File: config.mk
export PLATFORM = sky130hd
export DESIGN_NAME = fan_tach_speed_and_drive_flat
export DESIGN_NICKNAME = d
export VERILOG_FILES = /design/src/hdl/fts_pkg.sv /design/src/hdl/fts_if.sv /design/src/hdl/fan_tach_speed_and_drive.sv /design/src/hdl/fts_div.sv /design/src/flat_wrapper.sv
export SDC_FILE = /design/constraint.sdc
export NUM_CORES = 2
export LEC_CHECK = 0
export ABC_AREA = 1
export BUFFER_PORTS_ARGS = -buffer_cell sky130_fd_sc_hd__buf_2
export CELL_PAD_IN_SITES_DETAIL_PLACEMENT = 2
export CELL_PAD_IN_SITES_GLOBAL_PLACEMENT = 2
export CORE_ASPECT_RATIO = 1.2
export CORE_MARGIN = 2
export CORE_UTILIZATION = 39
export DETAILED_ROUTE_END_ITERATION = 8
export PLACE_DENSITY_LB_ADDON = 0.2
export SETUP_SLACK_MARGIN = 0.4
export SYNTH_ARGS = -nofsm -noshare
export SYNTH_HDL_FRONTEND = slang
export SYNTH_SLANG_ARGS = --single-unit
File: constraint.sdc
create_clock -name clk_i -period 5 [get_ports clk_i]
set_clock_uncertainty 0.05 [all_clocks]
set_input_delay 0 -clock clk_i [delete_from_list [all_inputs] [get_ports clk_i]]
set_output_delay 0 -clock clk_i [all_outputs]
set_load 0.02 [all_outputs]
File: src/hdl/fts_pkg.sv
// Types, constants and codes shared by the fan tach speed and drive block.
package fts_pkg;

  localparam int HISTORY_DEPTH = 64;
  localparam int HIST_AW       = $clog2(HISTORY_DEPTH);
  localparam int HIST_FILL_W   = $clog2(HISTORY_DEPTH + 1);
  localparam int AGE_W         = 6;
  localparam int CMP_W         = ((HIST_FILL_W > AGE_W) ? HIST_FILL_W : AGE_W) + 1;
  localparam int COUNT_W       = 7;
  localparam int COUNT_MAX     = 127;

  localparam int REG_W     = 16;
  localparam int US_W      = 32;
  localparam int SEC_W     = 23;
  localparam int SPEED_W   = 16;
  localparam int POWER_W   = 16;
  localparam int PULSE_W   = 32;
  localparam int TICK_W    = 16;

  localparam int SAMPLE_PERIOD_RST = 100;
  localparam int START_POWER_RST   = 50;

  localparam int SPEED_SCALE    = 30000000;
  localparam int SCALE_W        = $clog2(SPEED_SCALE);
  localparam int PROD_W         = PULSE_W + SCALE_W;
  localparam int SLOW_SPEED     = 50;
  localparam int SPEED_MAX      = (1 << SPEED_W) - 1;

  localparam int PERIOD_DIVISOR = 10;
  localparam int RECIP_SHIFT    = 19;
  localparam int RECIP_MUL      = ((1 << RECIP_SHIFT) + PERIOD_DIVISOR - 1) / PERIOD_DIVISOR;
  localparam int RECIP_W        = REG_W + REG_W;

  localparam int DIV_STEPS = SPEED_W;
  localparam int DIV_CNT_W = $clog2(DIV_STEPS);
  localparam int DIV_W     = US_W;

  typedef enum logic [1:0] {
    OP_TACH  = 2'd0,
    OP_TICK  = 2'd1,
    OP_POWER = 2'd2,
    OP_READ  = 2'd3
  } op_e;

  typedef enum logic {
    CFG_SAMPLE_PERIOD = 1'b0,
    CFG_START_POWER   = 1'b1
  } cfg_reg_e;

  typedef enum logic [2:0] {
    ST_IDLE,
    ST_MOD_START,
    ST_MOD_WAIT,
    ST_PROD,
    ST_SPD_START,
    ST_SPD_WAIT,
    ST_PUSH,
    ST_FIN
  } state_e;

  typedef struct packed {
    logic                 start;
    logic [DIV_W-1:0]     rem_init;
    logic [DIV_STEPS-1:0] low;
    logic [DIV_W-1:0]     divisor;
  } div_req_t;

  typedef struct packed {
    logic                 done;
    logic [DIV_STEPS-1:0] quot;
    logic [DIV_W-1:0]     rem;
  } div_rsp_t;

  typedef struct packed {
    logic [SEC_W-1:0]   tstamp;
    logic [SPEED_W-1:0] speed;
  } hist_entry_t;

  typedef struct packed {
    logic [POWER_W-1:0] drive_power;
    logic [SPEED_W-1:0] speed_rpm;
    logic [SEC_W-1:0]   hist_time;
    logic [SPEED_W-1:0] hist_speed;
    logic               hist_valid;
    logic [COUNT_W-1:0] hist_count;
  } out_item_t;

endpackage

File: src/hdl/fts_if.sv
// Valid/ready channel interfaces for the input and result transactions.
interface fts_in_if;
  import fts_pkg::*;

  logic               valid;
  logic               ready;
  op_e                op;
  logic               tach_low;
  logic [US_W-1:0]    now_us;
  logic [SEC_W-1:0]   now_s;
  logic [POWER_W-1:0] power_request;
  logic [AGE_W-1:0]   history_index;

  modport source (
    output valid, op, tach_low, now_us, now_s, power_request, history_index,
    input  ready
  );
  modport sink (
    input  valid, op, tach_low, now_us, now_s, power_request, history_index,
    output ready
  );
endinterface

interface fts_out_if;
  import fts_pkg::*;

  logic               valid;
  logic               ready;
  logic [POWER_W-1:0] drive_power;
  logic [SPEED_W-1:0] speed_rpm;
  logic [SEC_W-1:0]   hist_time;
  logic [SPEED_W-1:0] hist_speed;
  logic               hist_valid;
  logic [COUNT_W-1:0] hist_count;

  modport source (
    output valid, drive_power, speed_rpm, hist_time, hist_speed, hist_valid, hist_count,
    input  ready
  );
  modport sink (
    input  valid, drive_power, speed_rpm, hist_time, hist_speed, hist_valid, hist_count,
    output ready
  );
endinterface

File: src/hdl/fan_tach_speed_and_drive.sv
// Top level of the fan tach speed monitor, drive clamp and speed history.
//
// One input transaction on in_if yields exactly one result transaction on
// out_if. Tach edge, set power and read history go from ST_IDLE to ST_FIN,
// where the result is loaded into the output register once it is free.
// A speed tick runs a 16-step bit-serial remainder to find the speed tick
// boundary; when a speed is due, a second 16-step division of pulses times
// 30000000 by the elapsed microseconds follows, unless the speed saturates.
// One transaction is in progress at a time, and in_if.ready is high only
// while the block waits for one. Results sit in an output register, so the
// next transaction is accepted while a result still waits for out_if.ready;
// a stalled receiver holds the result stable and stalls the block only once
// the next result is ready. The user must write registers through cfg_we_i,
// cfg_idx_i and cfg_data_i only while the block is idle; the block itself
// does not enforce this. Reset restores sample_period 100 and start_power
// 50, clears counters, speed and power, and leaves one zero entry in the
// history.
module fan_tach_speed_and_drive (
  input  logic                     clk_i,
  input  logic                     rst_ni,
  input  logic                     cfg_we_i,
  input  fts_pkg::cfg_reg_e        cfg_idx_i,
  input  logic [fts_pkg::REG_W-1:0] cfg_data_i,
  fts_in_if.sink                   in_if,
  fts_out_if.source                out_if
);
  import fts_pkg::*;

  state_e state_q, state_d;

  logic [REG_W-1:0]       sample_period_q;
  logic [REG_W-1:0]       start_power_q;
  logic [TICK_W-1:0]      tick_q;
  logic [PULSE_W-1:0]     pulse_q;
  logic [US_W-1:0]        last_q;
  logic [SPEED_W-1:0]     speed_q;
  logic [POWER_W-1:0]     power_q;
  logic [HIST_AW-1:0]     head_q;
  logic [HIST_FILL_W-1:0] fill_q;
  logic                   zero_wr_q;
  logic                   out_valid_q;

  op_e                    op_q;
  logic [US_W-1:0]        now_us_q;
  logic [SEC_W-1:0]       now_s_q;
  logic [REG_W-1:0]       step_q;
  logic [PROD_W-1:0]      prod_q;
  logic [US_W-1:0]        interval_q;
  hist_entry_t            rd_data_q;
  logic                   rd_valid_q;
  logic                   rd_zero_q;
  out_item_t              out_q;

  hist_entry_t            hist_mem [HISTORY_DEPTH];

  div_req_t               div_req;
  div_rsp_t               div_rsp;

  logic                   accept;
  logic                   sat;
  logic                   push;
  logic                   load_out;
  logic [HIST_AW-1:0]     head_nxt;
  logic [RECIP_W-1:0]     recip;
  logic [REG_W-1:0]       step_raw;
  logic [CMP_W-1:0]       age_w;
  logic [CMP_W-1:0]       head_w;
  logic [CMP_W-1:0]       fill_w;
  logic [CMP_W-1:0]       addr_w;
  logic [HIST_AW-1:0]     rd_addr;
  logic [POWER_W-1:0]     req_clamped;
  logic [COUNT_W-1:0]     count_sat;

  fts_div u_div (
    .clk_i  (clk_i),
    .rst_ni (rst_ni),
    .req_i  (div_req),
    .rsp_o  (div_rsp)
  );

  assign accept   = in_if.valid && in_if.ready;
  assign sat      = (prod_q[PROD_W-1:DIV_STEPS] >= (PROD_W - DIV_STEPS)'(interval_q));
  assign push     = (state_q == ST_PUSH) && (tick_q == sample_period_q);
  assign head_nxt = (head_q == HIST_AW'(HISTORY_DEPTH - 1)) ? '0 : head_q + 1'b1;
  assign load_out = (state_q == ST_FIN) && (!out_valid_q || out_if.ready);

  assign recip    = RECIP_W'(sample_period_q) * RECIP_W'(RECIP_MUL);
  assign step_raw = REG_W'(recip >> RECIP_SHIFT);

  assign age_w   = CMP_W'(in_if.history_index);
  assign head_w  = CMP_W'(head_q);
  assign fill_w  = CMP_W'(fill_q);
  assign addr_w  = (head_w >= age_w) ? (head_w - age_w)
                                     : (head_w + CMP_W'(HISTORY_DEPTH) - age_w);
  assign rd_addr = addr_w[HIST_AW-1:0];

  assign req_clamped = ((in_if.power_request != '0) &&
                        (speed_q < SPEED_W'(SLOW_SPEED)) &&
                        (in_if.power_request < start_power_q)) ? start_power_q
                                                               : in_if.power_request;

  assign count_sat = (fill_q > HIST_FILL_W'(COUNT_MAX)) ? COUNT_W'(COUNT_MAX)
                                                        : COUNT_W'(fill_q);

  always_ff @(posedge clk_i or negedge rst_ni) begin
    if (!rst_ni) begin
      state_q <= ST_IDLE;
    end else begin
      state_q <= state_d;
    end
  end

  always_comb begin
    state_d          = state_q;
    in_if.ready      = 1'b0;
    div_req.start    = 1'b0;
    div_req.rem_init = '0;
    div_req.low      = tick_q;
    div_req.divisor  = DIV_W'(step_q);
    case (state_q)
      ST_IDLE: begin
        in_if.ready = 1'b1;
        if (in_if.valid) begin
          state_d = (in_if.op == OP_TICK) ? ST_MOD_START : ST_FIN;
        end
      end
      ST_MOD_START: begin
        div_req.start = 1'b1;
        state_d       = ST_MOD_WAIT;
      end
      ST_MOD_WAIT: begin
        if (div_rsp.done) begin
          state_d = (div_rsp.rem == '0) ? ST_PROD : ST_PUSH;
        end
      end
      ST_PROD: begin
        state_d = ST_SPD_START;
      end
      ST_SPD_START: begin
        div_req.rem_init = prod_q[DIV_STEPS+DIV_W-1:DIV_STEPS];
        div_req.low      = prod_q[DIV_STEPS-1:0];
        div_req.divisor  = interval_q;
        if (sat) begin
          state_d = ST_PUSH;
        end else begin
          div_req.start = 1'b1;
          state_d       = ST_SPD_WAIT;
        end
      end
      ST_SPD_WAIT: begin
        if (div_rsp.done) begin
          state_d = ST_PUSH;
        end
      end
      ST_PUSH: begin
        state_d = ST_FIN;
      end
      ST_FIN: begin
        if (!out_valid_q || out_if.ready) begin
          state_d = ST_IDLE;
        end
      end
      default: begin
        state_d = ST_IDLE;
      end
    endcase
  end

  always_ff @(posedge clk_i or negedge rst_ni) begin
    if (!rst_ni) begin
      sample_period_q <= REG_W'(SAMPLE_PERIOD_RST);
      start_power_q   <= REG_W'(START_POWER_RST);
      tick_q          <= '0;
      pulse_q         <= '0;
      last_q          <= '0;
      speed_q         <= '0;
      power_q         <= '0;
      head_q          <= '0;
      fill_q          <= HIST_FILL_W'(1);
      zero_wr_q       <= 1'b0;
      out_valid_q     <= 1'b0;
    end else begin
      if (cfg_we_i) begin
        case (cfg_idx_i)
          CFG_SAMPLE_PERIOD: sample_period_q <= cfg_data_i;
          CFG_START_POWER:   start_power_q   <= cfg_data_i;
          default: begin
          end
        endcase
      end
      if (accept) begin
        case (in_if.op)
          OP_TACH:  pulse_q <= pulse_q + PULSE_W'(in_if.tach_low);
          OP_TICK:  tick_q  <= tick_q + 1'b1;
          OP_POWER: power_q <= req_clamped;
          default: begin
          end
        endcase
      end
      if (state_q == ST_PROD) begin
        last_q  <= now_us_q;
        pulse_q <= '0;
      end
      if ((state_q == ST_SPD_START) && sat) begin
        speed_q <= SPEED_W'(SPEED_MAX);
      end
      if ((state_q == ST_SPD_WAIT) && div_rsp.done) begin
        speed_q <= div_rsp.quot;
      end
      if (push) begin
        tick_q <= '0;
        head_q <= head_nxt;
        if (fill_q < HIST_FILL_W'(HISTORY_DEPTH)) begin
          fill_q <= fill_q + 1'b1;
        end
        if (head_nxt == '0) begin
          zero_wr_q <= 1'b1;
        end
      end
      if (load_out) begin
        out_valid_q <= 1'b1;
      end else if (out_if.ready) begin
        out_valid_q <= 1'b0;
      end
    end
  end

  always_ff @(posedge clk_i) begin
    if (accept) begin
      op_q       <= in_if.op;
      now_us_q   <= in_if.now_us;
      now_s_q    <= in_if.now_s;
      step_q     <= (step_raw == '0) ? REG_W'(1) : step_raw;
      rd_valid_q <= (age_w < fill_w);
      rd_zero_q  <= (rd_addr == '0) && !zero_wr_q;
    end
    if (state_q == ST_PROD) begin
      prod_q     <= PROD_W'(pulse_q) * PROD_W'(SPEED_SCALE);
      interval_q <= now_us_q - last_q;
    end
    if (load_out) begin
      out_q.drive_power <= power_q;
      out_q.speed_rpm   <= speed_q;
      out_q.hist_valid  <= (op_q == OP_READ) && rd_valid_q;
      out_q.hist_count  <= count_sat;
      if ((op_q == OP_READ) && rd_valid_q && !rd_zero_q) begin
        out_q.hist_time  <= rd_data_q.tstamp;
        out_q.hist_speed <= rd_data_q.speed;
      end else begin
        out_q.hist_time  <= '0;
        out_q.hist_speed <= '0;
      end
    end
  end

  always_ff @(posedge clk_i) begin
    if (push) begin
      hist_mem[head_nxt] <= '{tstamp: now_s_q, speed: speed_q};
    end
    if (accept && (in_if.op == OP_READ)) begin
      rd_data_q <= hist_mem[rd_addr];
    end
  end

  assign out_if.valid       = out_valid_q;
  assign out_if.drive_power = out_q.drive_power;
  assign out_if.speed_rpm   = out_q.speed_rpm;
  assign out_if.hist_time   = out_q.hist_time;
  assign out_if.hist_speed  = out_q.hist_speed;
  assign out_if.hist_valid  = out_q.hist_valid;
  assign out_if.hist_count  = out_q.hist_count;

endmodule

File: src/hdl/fts_div.sv
// Bit-serial restoring divider producing one quotient bit per cycle.
module fts_div (
  input  logic              clk_i,
  input  logic              rst_ni,
  input  fts_pkg::div_req_t req_i,
  output fts_pkg::div_rsp_t rsp_o
);
  import fts_pkg::*;

  logic                 busy_q;
  logic                 done_q;
  logic [DIV_CNT_W-1:0] cnt_q;
  logic [DIV_W-1:0]     rem_q;
  logic [DIV_W-1:0]     dvsr_q;
  logic [DIV_STEPS-1:0] shf_q;
  logic [DIV_W:0]       trial;
  logic [DIV_W:0]       diff;
  logic                 fits;

  assign trial = {rem_q, shf_q[DIV_STEPS-1]};
  assign fits  = (trial >= {1'b0, dvsr_q});
  assign diff  = trial - {1'b0, dvsr_q};

  always_ff @(posedge clk_i or negedge rst_ni) begin
    if (!rst_ni) begin
      busy_q <= 1'b0;
      done_q <= 1'b0;
      cnt_q  <= '0;
    end else begin
      done_q <= busy_q && (cnt_q == DIV_CNT_W'(DIV_STEPS - 1));
      if (req_i.start) begin
        busy_q <= 1'b1;
        cnt_q  <= '0;
      end else if (busy_q) begin
        cnt_q <= cnt_q + 1'b1;
        if (cnt_q == DIV_CNT_W'(DIV_STEPS - 1)) begin
          busy_q <= 1'b0;
        end
      end
    end
  end

  always_ff @(posedge clk_i) begin
    if (req_i.start) begin
      rem_q  <= req_i.rem_init;
      shf_q  <= req_i.low;
      dvsr_q <= req_i.divisor;
    end else if (busy_q) begin
      rem_q <= fits ? diff[DIV_W-1:0] : trial[DIV_W-1:0];
      shf_q <= {shf_q[DIV_STEPS-2:0], fits};
    end
  end

  assign rsp_o.done = done_q;
  assign rsp_o.quot = shf_q;
  assign rsp_o.rem  = rem_q;

endmodule

File: src/flat_wrapper.sv
// flat-port wrapper written by rule: the top's interface ports become plain ports
module fan_tach_speed_and_drive_flat import fts_pkg::*;
  (clk_i, rst_ni, cfg_we_i, cfg_idx_i, cfg_data_i, in_if_valid, in_if_op, in_if_tach_low, in_if_now_us, in_if_now_s, in_if_power_request, in_if_history_index, in_if_ready, out_if_valid, out_if_drive_power, out_if_speed_rpm, out_if_hist_time, out_if_hist_speed, out_if_hist_valid, out_if_hist_count, out_if_ready);
  fts_in_if in_if_i ();
  fts_out_if out_if_i ();
  input  logic clk_i;
  input  logic rst_ni;
  input  logic cfg_we_i;
  input  fts_pkg::cfg_reg_e cfg_idx_i;
  input  logic [fts_pkg::REG_W-1:0] cfg_data_i;
  input wire logic [$bits(in_if_i.valid)-1:0] in_if_valid;
  input wire logic [$bits(in_if_i.op)-1:0] in_if_op;
  input wire logic [$bits(in_if_i.tach_low)-1:0] in_if_tach_low;
  input wire logic [$bits(in_if_i.now_us)-1:0] in_if_now_us;
  input wire logic [$bits(in_if_i.now_s)-1:0] in_if_now_s;
  input wire logic [$bits(in_if_i.power_request)-1:0] in_if_power_request;
  input wire logic [$bits(in_if_i.history_index)-1:0] in_if_history_index;
  output wire logic [$bits(in_if_i.ready)-1:0] in_if_ready;
  output wire logic [$bits(out_if_i.valid)-1:0] out_if_valid;
  output wire logic [$bits(out_if_i.drive_power)-1:0] out_if_drive_power;
  output wire logic [$bits(out_if_i.speed_rpm)-1:0] out_if_speed_rpm;
  output wire logic [$bits(out_if_i.hist_time)-1:0] out_if_hist_time;
  output wire logic [$bits(out_if_i.hist_speed)-1:0] out_if_hist_speed;
  output wire logic [$bits(out_if_i.hist_valid)-1:0] out_if_hist_valid;
  output wire logic [$bits(out_if_i.hist_count)-1:0] out_if_hist_count;
  input wire logic [$bits(out_if_i.ready)-1:0] out_if_ready;
  assign in_if_i.valid = in_if_valid;
  assign in_if_i.op = in_if_op;
  assign in_if_i.tach_low = in_if_tach_low;
  assign in_if_i.now_us = in_if_now_us;
  assign in_if_i.now_s = in_if_now_s;
  assign in_if_i.power_request = in_if_power_request;
  assign in_if_i.history_index = in_if_history_index;
  assign in_if_ready = in_if_i.ready;
  assign out_if_valid = out_if_i.valid;
  assign out_if_drive_power = out_if_i.drive_power;
  assign out_if_speed_rpm = out_if_i.speed_rpm;
  assign out_if_hist_time = out_if_i.hist_time;
  assign out_if_hist_speed = out_if_i.hist_speed;
  assign out_if_hist_valid = out_if_i.hist_valid;
  assign out_if_hist_count = out_if_i.hist_count;
  assign out_if_i.ready = out_if_ready;
  fan_tach_speed_and_drive u_core (.clk_i(clk_i), .rst_ni(rst_ni), .cfg_we_i(cfg_we_i), .cfg_idx_i(cfg_idx_i), .cfg_data_i(cfg_data_i), .in_if(in_if_i), .out_if(out_if_i));
endmodule
==> impl_metrics.yaml <==
outcome:
  outcome: "finished, violations left"
  violations: "setup timing"
min_path:
  hold_path_class: "input pin to flop"
placement:
  dpl.cell_count: 17400
  dp.final_hpwl_mm: 330
  port_buffers: 182
  place.gp.congestion: 0.861
finish:
  drive_gt1_share_pct: 14.0
  fin_cells: 18300
  nets: 14100
  area_growth_pct: 18.3
  utilization_pct: 46.3
yosys:
  synth.area.mux_share_pct: 0
  async_flop_share_pct: 5.57
  syn_area_um2: 142000
  syn_area_per_cell_um2: 11.3
  synth_top_family_by_area: "simple AND/OR/NAND/NOR gates"
  yosys-top-cells-area: "edfxtp_1 60%, nor2_1 6.2%, nand2_1 4.4%"
  synth_fa_ha_area_share_pct: 8.22
  synth_compound_area_share_pct: 9.10
  seq_area_frac_synth_pct: 63.3
  synth_common_cells: "2848 x edfxtp_1, 2322 x nor2_1, 1644 x nand2_1, 1331 x inv_1, 829 x o21ai_0"
  synth_top_area_share_pct: 60.4
  yosysTopAreaCell: "edfxtp_1"
  synth.distinct_cells: 57
  yosys_warnings: 0
  synth_nets: 13400
  synthSimpleGateAreaFrac_pct: 13.0
  synth-xor-area-share_pct: 0.735
  synth_most_common_cell: "edfxtp_1"
  ys.flop_type: "edfxtp_1"
  ys_ff_latch: 3016
  syn-instance-count: 12500
  synth-edff-count: 2848
sta:
  fin_ws_ns: -0.410
  worst_slew_pin_slew_ns: 1.43
  clock.fmax_mhz: 185
  final_hold_viol_count: 0
  rsz0062_at_grt: "true"
  maxSlewHeadroom_pct: 4.87
  slew_violations: 0
  setup_violations: 38
  fin_crit_sh_pct: 108
  fin_crit_ns: 5.41
routing:
  first_pass_iters: 5
  wl_mm: 541
  vias: 103000
  vias_per_cell: 5.64
  ant_nets: 0
  post-route-drc-count: 0
  drt-wirelength-per-cell_um: 29.6
  initialDrtViolationCount: 7543
grt:
  grt_pass1_wl_mm: 786
  antenna_found_initial: 15
  grt_start_max_net_pins: 173
  grt_usage_pct: 28.7
  grt-ovfl-total: 0
  grt_pass1_vias: 117000
setup_path:
  end_kind: "flop"
  arrival_ns: 6.05
  critPathLaunchType: "flop"
  required_ns: 5.64
  reg2reg_slack_ns: -0.41
  cp_max_fo: 5
  path_class: "flop to flop"
clocking:
  root_buffer: "clkbuf_16"
  clk_latency_ns: 0.96
  clock-sinks: 3016
  cts_tree: "built"
  cts_buffer_depth: 4
  cts_made_buffers: 327
  cts_max_level: 5
  clk_pin_slew_ns: 0.06
power_and_ir_drop:
  switching_power_mw: 22.5
  p_per_area_nw_per_um2: 429
  power.leakage_nw: 62.0
  power.internal_mw: 49.3
  comb_power_share_pct: 27.3
  switching_share_pct: 31.3
  p_seq_share_pct: 38.3
  vdd_drop_max_mv: 0.719
  pwr-share-clk_pct: 34.4
floorplanning:
  dieArea_um2: 368000
  initial_utilization_pct: 39.1
  die_w_um: 554
  ios: 183
  dieHeight_um: 664
  rows: 242
  core_area_um2: 362000
run:
  drv_cap: 0
==> critical path: stages (launching register included) <==
cell and delay (ns):
dfrtp_2 0.46, buf_4 0.16, fa_1 0.53, inv_1 0.07, fa_1 0.50, inv_1 0.05, fa_1 0.48, inv_1 0.06
fa_1 0.50, fa_1 0.43, fa_1 0.50, inv_1 0.06, ha_4 0.29, nand2_2 0.10, nor2_2 0.13, inv_2 0.07
nor2_2 0.12, nand3_1 0.10, o21ai_2 0.24, nand2_1 0.09, nand2_1 0.10, xor2_1 0.08
==> area by class of cell <==
type / count / area [um2]
multi-input cells: 7552 / 46800
repair buffers: 1041 / 9380
clock buffers: 412 / 8700
clock inverters: 187 / 1860
fillers: 35900 / 194000
well taps: 4758 / 5950
diodes: 8 / 20.0
inverters: 1342 / 5080
flip-flops and latches: 3016 / 89800
==> placed cells by master (no fill, tap or decap), drive strengths merged, types with 5 or more instances in the layout <==
cell type,Yosys,layout
a211oi,5,5
a21boi,8,8
a21o,25,25
a21oi,181,181
a31oi,24,24
and3,6,6
buf,293,829
bufinv,0,29
clkbuf,315,413
clkinv,2,124
clkinvlp,0,15
dfrtp,161,161
dfstp,7,7
diode,0,8
dlygate4sd3,0,211
edfxtp,2848,2848
fa,278,278
ha,486,486
inv,1340,1361
nand2,1648,1648
nand3,476,476
nand3b,10,10
nand4,50,50
nor2,2332,2332
nor3,55,55
nor4,27,27
o211ai,5,5
o21a,15,15
o21ai,1136,1136
o21bai,19,19
o32ai,624,624
or2,5,5
xnor2,36,36
xor2,82,82
==> routing by layer <==
layer  global-route usage (%)  part of all wire (%)  routed length, um  vias up
li1                         -                     -                  -    45000
met1                     33.6                    38             206000    54400
met2                     52.9                    53             286000     2733
met3                     3.46                   4.4              23600     1026
met4                     12.1                   4.7              25300        4
met5                        0                0.0050                 27        -
==> repair_timing <==
action | CTS | global route
hold buffers | 212 | 0
setup buffers | 32 | 20
hold endpoints to repair | 339 | 0
setup endpoints to repair | 52 | 53
gates resized for setup | 336 | 176
pin swaps | 91 | 74
==> final timing paths <==
kind                                    start                            to  cells after the start
hold reg to reg             u_core.power_q[1]  u_core.out_if.drive_power[1]                      0
min in group asynchronous              rst_ni             u_core.pulse_q[9]                      4
max in group asynchronous              rst_ni    u_core.sample_period_q[10]                      4
setup / recovery           u_core.pulse_q[10]             u_core.prod_q[55]                     21
hold / removal                    in_if_op[0]             u_core.tick_q[15]                      5
setup reg to reg           u_core.pulse_q[10]             u_core.prod_q[55]                     21
==> kinds of logic after synthesis <==
group / after synthesis
adders and majority gates: 764
buffers and inverters: 1950
AOI/OAI and AO/OA: 2054
DFF: 3016
and+or+nand+nor: 4616
xor gates and xnor gates: 118
==> state kept, by name (all words and copies together) (netlist names), 16 cells and up <==
signal / flops
u_core.u_div.rem_q: 32
u_core.rd_data_q: 39
u_core.sample_period_q: 16
u_core.pulse_q: 32
u_core.out_if.drive_power: 16
u_core.u_div.shf_q: 16
u_core.out_if.hist_speed: 16
u_core.out_if.speed_rpm: 16
u_core.last_q: 32
u_core.hist_mem: 2496
u_core.now_us_q: 32
u_core.now_s_q: 23
u_core.u_div.dvsr_q: 32
u_core.out_if.hist_time: 23
u_core.tick_q: 16
u_core.power_q: 16
u_core.prod_q: 50
u_core.speed_q: 16
u_core.interval_q: 32
u_core.start_power_q: 16
==> stage by stage <==
step	worst slack [ns]	power, mW	cell area [um2]	setup TNS, ns	hold WS, ns
after floorplan	0.00283	37.0	142000	0	-0.346
after global placement	-0.460	43.5	152000	-9.14	-0.00449
after detailed placement	-0.504	43.9	152000	-12.41	0.00147
after CTS	-0.309	71.4	167000	-7.34	0.0292
after global routing	-0.619	75.2	168000	-17.72	0.182
final	-0.410	71.8	168000	-10.94	0.113
==> power by group through the flow <==
| stage | Sequential (mW) | Combinational, mW | Clock [mW] |
|---|---|---|---|
| 3_3_place_gp | 28.0 | 15.4 | 0 |
| 3_5_place_dp | 28.0 | 15.8 | 0 |
| 2_1_floorplan | 28.0 | 8.99 | 0 |
| 5_1_grt | 27.5 | 21.8 | 25.9 |
| 6_report | 27.5 | 19.6 | 24.7 |
| 4_1_cts | 27.5 | 18.9 | 25.1 |
Power figures use the tool's default switching activity.
